### config.mk
export PLATFORM = sky130hd
export DESIGN_NAME = rsut_ctrl
export DESIGN_NICKNAME = d
export VERILOG_FILES = /design/src/hdl/rsut_pkg.sv /design/src/hdl/rsut_ctrl.sv
export SDC_FILE = /design/constraint.sdc
export NUM_CORES = 1
export LEC_CHECK = 0
export ABC_AREA = 1
export BUFFER_PORTS_ARGS = -buffer_cell sky130_fd_sc_hd__buf_2
export CAP_MARGIN = 10
export CORE_UTILIZATION = 46
export CTS_BUF_LIST = sky130_fd_sc_hd__clkbuf_8
export CTS_CLUSTER_DIAMETER = 50
export CTS_CLUSTER_SIZE = 10
export DETAILED_ROUTE_END_ITERATION = 12
export GPL_TIMING_DRIVEN = 0
export PLACE_DENSITY = 0.76
export SLEW_MARGIN = 20
export SYNTH_ARGS = -nofsm -noshare
export SYNTH_HDL_FRONTEND = slang
export SYNTH_SLANG_ARGS = --single-unit
### constraint.sdc
create_clock -name clk -period 1.1 [get_ports clk]
set_input_delay 0.165 -clock clk [delete_from_list [all_inputs] [get_ports clk]]
set_output_delay 0.165 -clock clk [all_outputs]
set_load 0.02 [all_outputs]
### src/hdl/rsut_pkg.sv
// ----------------------------------------------------------------------------
// rsut_pkg - shared types and constants for the range-sum tree
// Field widths, opcode codes and the command/status bundles that join the
// controller to the datapath.
// ----------------------------------------------------------------------------
package rsut_pkg;

  localparam int POS_W   = 10;
  localparam int DATA_W  = 32;
  localparam int RANGE_W = 11;
  localparam int SIZE_W  = 11;

  localparam logic [SIZE_W-1:0] SIZE_RESET = 11'd1024;

  typedef enum logic [0:0] {
    OP_UPDATE = 1'b0,
    OP_QUERY  = 1'b1
  } opcode_t;

  // controller -> datapath
  typedef struct packed {
    logic load;      // capture input transaction
    logic clr_step;  // write zero at clear pointer
    logic upd_leaf;  // write new leaf value
    logic upd_rd;    // read sibling of current node
    logic upd_wr;    // write parent = current + sibling
    logic q_rd_lo;   // read node at left bound, advance it
    logic q_rd_hi;   // read node below right bound
    logic q_shift;   // move both bounds one level up
    logic out_load;  // present result
  } cmd_t;

  // datapath -> controller
  typedef struct packed {
    logic clr_last;
    logic is_query;
    logic upd_ok;
    logic node_gt1;
    logic parent_gt1;
    logic lo_lt_hi;
    logic lo_odd;
    logic hi_odd;
    logic out_free;
  } sts_t;

endpackage

### src/hdl/rsut_ctrl.sv
// ----------------------------------------------------------------------------
// rsut_ctrl - sequencer for the range-sum tree
// Walks the clear sweep, update path and query loop by issuing datapath
// commands from datapath status.
// ----------------------------------------------------------------------------
module rsut_ctrl (
  input  logic           clk,
  input  logic           rst_n,
  input  logic           in_valid,
  output logic           in_ready,
  input  rsut_pkg::sts_t sts,
  output rsut_pkg::cmd_t cmd
);
  import rsut_pkg::*;

  typedef enum logic [8:0] {
    ST_CLEAR    = 9'b000000001,
    ST_IDLE     = 9'b000000010,
    ST_DECODE   = 9'b000000100,
    ST_UPD_LEAF = 9'b000001000,
    ST_UPD_RD   = 9'b000010000,
    ST_UPD_WR   = 9'b000100000,
    ST_Q_LO     = 9'b001000000,
    ST_Q_HI     = 9'b010000000,
    ST_FIN      = 9'b100000000
  } state_t;

  state_t state_r;
  state_t state_nxt;

  always_comb begin
    state_nxt = state_r;
    cmd       = '0;
    in_ready  = 1'b0;
    unique case (state_r)
      ST_CLEAR: begin
        cmd.clr_step = 1'b1;
        if (sts.clr_last) state_nxt = ST_IDLE;
      end
      ST_IDLE: begin
        in_ready = 1'b1;
        if (in_valid) begin
          cmd.load  = 1'b1;
          state_nxt = ST_DECODE;
        end
      end
      ST_DECODE: begin
        if (sts.is_query)    state_nxt = ST_Q_LO;
        else if (sts.upd_ok) state_nxt = ST_UPD_LEAF;
        else                 state_nxt = ST_FIN;
      end
      ST_UPD_LEAF: begin
        cmd.upd_leaf = 1'b1;
        state_nxt    = sts.node_gt1 ? ST_UPD_RD : ST_FIN;
      end
      ST_UPD_RD: begin
        cmd.upd_rd = 1'b1;
        state_nxt  = ST_UPD_WR;
      end
      ST_UPD_WR: begin
        cmd.upd_wr = 1'b1;
        state_nxt  = sts.parent_gt1 ? ST_UPD_RD : ST_FIN;
      end
      ST_Q_LO: begin
        if (!sts.lo_lt_hi) begin
          state_nxt = ST_FIN;
        end else begin
          cmd.q_rd_lo = sts.lo_odd;
          state_nxt   = ST_Q_HI;
        end
      end
      ST_Q_HI: begin
        cmd.q_rd_hi = sts.hi_odd;
        cmd.q_shift = 1'b1;
        state_nxt   = ST_Q_LO;
      end
      ST_FIN: begin
        if (sts.out_free) begin
          cmd.out_load = 1'b1;
          state_nxt    = ST_IDLE;
        end
      end
      default: state_nxt = ST_CLEAR;
    endcase
  end

  always_ff @(posedge clk) begin
    if (!rst_n) state_r <= ST_CLEAR;
    else        state_r <= state_nxt;
  end

endmodule

==> results of run 1 <==
-- cells by family after synthesis --
kind of cell	Yosys count	share of synthesized area, %
AND/OR/NAND/NOR	73	54.8
buffers and inverters	29	15.9
flip-flops	9	26.3
AO/OA/AOI/OAI	4	2.92
-- repair_timing --
action	4_1_cts
buffers inserted	22
setup endpoints to repair	19
gates resized for setup	53
pin swaps	16
-- synthesized netlist by cell type, drive strengths merged --
cell type  instances  area (um2)
inv               28         105
nand2             25        98.8
nor2              25         119
nand3             15        90.1
dfxtp              9         180
a21oi              3        15.0
nor3               3        25.0
and2               2        12.5
clkinv             1        3.75
nand3b             1        7.51
nor3b              1        7.51
nor4b              1        15.0
o21ai              1        5.00
-- per-stage QoR --
| step | worst slack (ns) | util, % | TNS [ns] | hold slack [ns] | cell area (um2) |
|---|---|---|---|---|---|
| after floorplan | -0.145 | - | -0.515 | 0.229 | 771 |
| after CTS | -0.391 | 94.3 | -4.56 | 0.135 | 1270 |
| after detailed placement | -0.284 | 66.3 | -2.24 | 0.380 | 895 |
| after global placement | -0.260 | 66.3 | -1.88 | 0.365 | 895 |
==> results.yml, run 1 <==
cts:
  cts_sinks: 9
  clockBufferDepth: 2
  postCtsHoldBufs: 0
  cts-root-buf: "clkbuf_8"
  numCtsBuffers: 3
  h-tree-depth: 1
outcome:
  error: "[ERROR DPL-0038] Utilization greater than 100%, impossible to legalize"
  outcome: "aborted with a tool error"
  haltStage: "global routing"
synthesis:
  synthCells: 115
  ys_warn_count: 0
  ys_seq_area_share_pct: 26.3
  synth_seq_cells: 9
  synth.distinct_cells: 19
  synth.cell_area_um2: 684
  synth.avg_cell_area_um2: 5.95
  synth_nets: 127
global_route:
  grt_max_degree: 8
placement:
  place_congestion: 0.845
  dp.cells: 151
  dp_hpwl_mm: 1.29
  numPortBuffers: 21
sta:
  worstEndpointGrtRepair: "cmd[8]"
  endpoint_type: "primary output"
floorplanning:
  die_y_um: 40.6
  rows: 13
  die_w_um: 40.6
  ios: 22
  start_util_pct: 50.7
==> run 2: changes to the inputs <==
- CORE_AREA: default -> 2 2 63 65
- CORE_UTILIZATION: 46 -> default
- CTS_BUF_LIST: sky130_fd_sc_hd__clkbuf_8 -> default
- CTS_CLUSTER_DIAMETER: 50 -> default
- CTS_CLUSTER_SIZE: 10 -> default
- DIE_AREA: default -> 0 0 65 67
- PLACE_DENSITY: 0.76 -> default
- PLACE_DENSITY_LB_ADDON: default -> 0.15
- clock period: 1.1 -> 1.43 ns (I/O delays scaled with it)
==> results.yml, run 2 <==
worst_hold_path:
  min_to: "state_r[3]"
  min-delay-start: "sts[7]"
  hold_path.class: "in -> reg"
  whs_path_depth: 2
layout:
  diodes: 0
  reg_top3: "state_r: 9 flops"
  fill_cells: 407
  regMostFlops: "state_r"
  layout_commonest_cell: "inv_1"
  drive_gt1_share_pct: 51.6
  final_cell_mix: "inv_1, buf_4, nand2_1"
  final_cells: 205
  areaGrowthSynthToFinish_pct: 71.1
  fin_nets: 170
  largest_reg_flops: 9
synthesis:
  synth.cell_area_um2: 684
  synth_nets: 127
  synth.distinct_cells: 19
  synthTopCellsByCount: "inv_1, nand2_1, nor2_1, nand3_1, dfxtp_1"
  ys_warn_count: 0
  synth_top_area_share_pct: 26.3
  synthCells: 115
  synth_top_area_cell: "dfxtp_1"
  ys.flop_type: "dfxtp_1"
  synth_seq_cells: 9
  synth.most_common_cell: "inv_1"
  async_reset_ff_share_pct: 0
  synth-edff-count: 0
  ys_top_cells_by_area: "dfxtp_1, inv_1, nand2_1"
  ys_seq_area_share_pct: 26.3
  synth.avg_cell_area_um2: 5.95
global_route:
  grtUsageTotal_pct: 10.1
  antenna_found_initial: 0
  grt_pass1_vias: 759
  grt_max_degree: 8
  grt_pass1_wl_mm: 3.32
  overflow: 0
sta:
  fin_crit_ns: 1.55
  setup_violations: 9
  fin_ws_ns: -0.124
  hold_viol: 0
  maxSlewHeadroom_pct: 79.1
  clock_skew_ns: 0.00322
  maxSlewViolCount: 0
  fin_crit_sh_pct: 109
  rsz0062_at_grt: "yes"
  max_freq_mhz: 643
  tightest_slew_ns: 0.314
detailed_routing:
  antenna_left: 0
  vias: 788
  drt_wl_total_mm: 2.05
  via_per_inst: 3.84
  firstDrtPassIters: 4
  route.detailed.drc: 0
  routedWlPerCell_um: 10.0
  drtIter0Drc: 10
setup_path:
  crit_type: "reg -> out"
  cp.arrival_ns: 1.34
  critPathMaxFanout: 4
  r2r_cells: 11
  worst_ep_required_time_ns: 1.22
  r2r_slack_ns: 0.02
  cp-end-kind: "primary output"
  timing.rr.start: "state_r[1]"
  r2r_end: "state_r[0]"
  start_kind: "flop"
floorplanning:
  die_area_mm2: 0.00436
  ios: 22
  die_w_um: 65
  core_mm2: 0.00361
  rows: 22
  die_y_um: 67
  start_util_pct: 19.0
placement:
  dp.cells: 184
  place_congestion: 0.810
  numPortBuffers: 21
  dp_hpwl_mm: 1.49
  dp_slack_ns: -0.0732
pwr:
  finalPower_mw: 1.37
  leakage_nw: 0.594
  vdd_drop_max_uv: 755
  power.density_mw_per_mm2: 1170
cts:
  path_clk_slew_ns: 0.05
  tritoncts: "yes"
  clockBufferDepth: 2
  numCtsBuffers: 3
  cts_sinks: 9
  postCtsHoldBufs: 0
  cts-root-buf: "clkbuf_8"
  h-tree-depth: 1
  clk_latency_ns: 0.23
outcome:
  outcome: "complete, but fails checks"
  violations: "setup timing"
run:
  cap_violations: 0
[run 2: cell counts after synthesis]
Identical to the previous run, type by type.
[run 2: kinds of logic (layout without fill, tap and decap cells)]
group / count (synthesis) / after routing / synth area share [%]
AOI/OAI and AO/OA: 4 / 4 / 2.92
and+or+nand+nor: 73 / 73 / 54.8
buffers and inverters: 29 / 71 / 15.9
DFF: 9 / 9 / 26.3
[run 2: repair_timing]
action                     in CTS  in global routing
gates resized for setup        38                 10
buffers inserted               14                  3
setup endpoints to repair      10                 12
pin swaps                      12                  5
[run 2: cell type report]
type	instances	area [um2]	area share (%)
multi-input combinational	77	484	41.3
timing repair buffer	38	277	23.6
sequential	9	196	16.8
inverter	29	109	9.29
tap	48	60.1	5.13
clock buffer	4	45.0	3.85
[run 2: power by group]
group	leakage [nW]	switching [mW]	internal, mW	total [mW]
registers	0.0765	0.0580	0.295	0.353
clock network	0.0228	0.110	0.195	0.306
logic	0.494	0.368	0.346	0.714
[run 2: worst max-delay path by stage]
stage                           from  endpoint  depth (start not counted)
after floorplan           state_r[4]    cmd[8]                          7
after global placement    state_r[2]    cmd[3]                          7
after detailed placement  state_r[2]    cmd[3]                          7
after CTS                 state_r[3]    cmd[3]                          7
after global routing      state_r[3]    cmd[2]                          6
final                     state_r[1]    cmd[3]                          7
[run 2: worst max-delay path, cell delays in order, from the launching register on]
cell and delay (ns):
dfxtp_4 0.35, nor2_4 0.13, nand2_4 0.09, nor2_4 0.11, and2_4 0.16, nand2_4 0.06, nor2_4 0.10, buf_6 0.11
[run 2: per-layer routing]
metal	up-vias	global-route usage (%)	wire length (um)
met5	-	0	0
met4	0	3.19	17
met3	2	3.04	72
met2	14	16.9	973
met1	344	12.3	987
li1	428	-	-
[run 2: metrics by stage]
stage               TNS (ns)  util (%)  cell area (um2)  hold slack (ns)
finish                -0.595      32.5             1170            0.172
global route           -1.56      32.5             1170            0.179
CTS                   -0.874      31.0             1120            0.170
detailed placement   -0.0732      23.6              852            0.428
global placement     -0.0671      23.6              852            0.426
floorplan                  0         -              687            0.286
(Power assumes the default switching activity.)
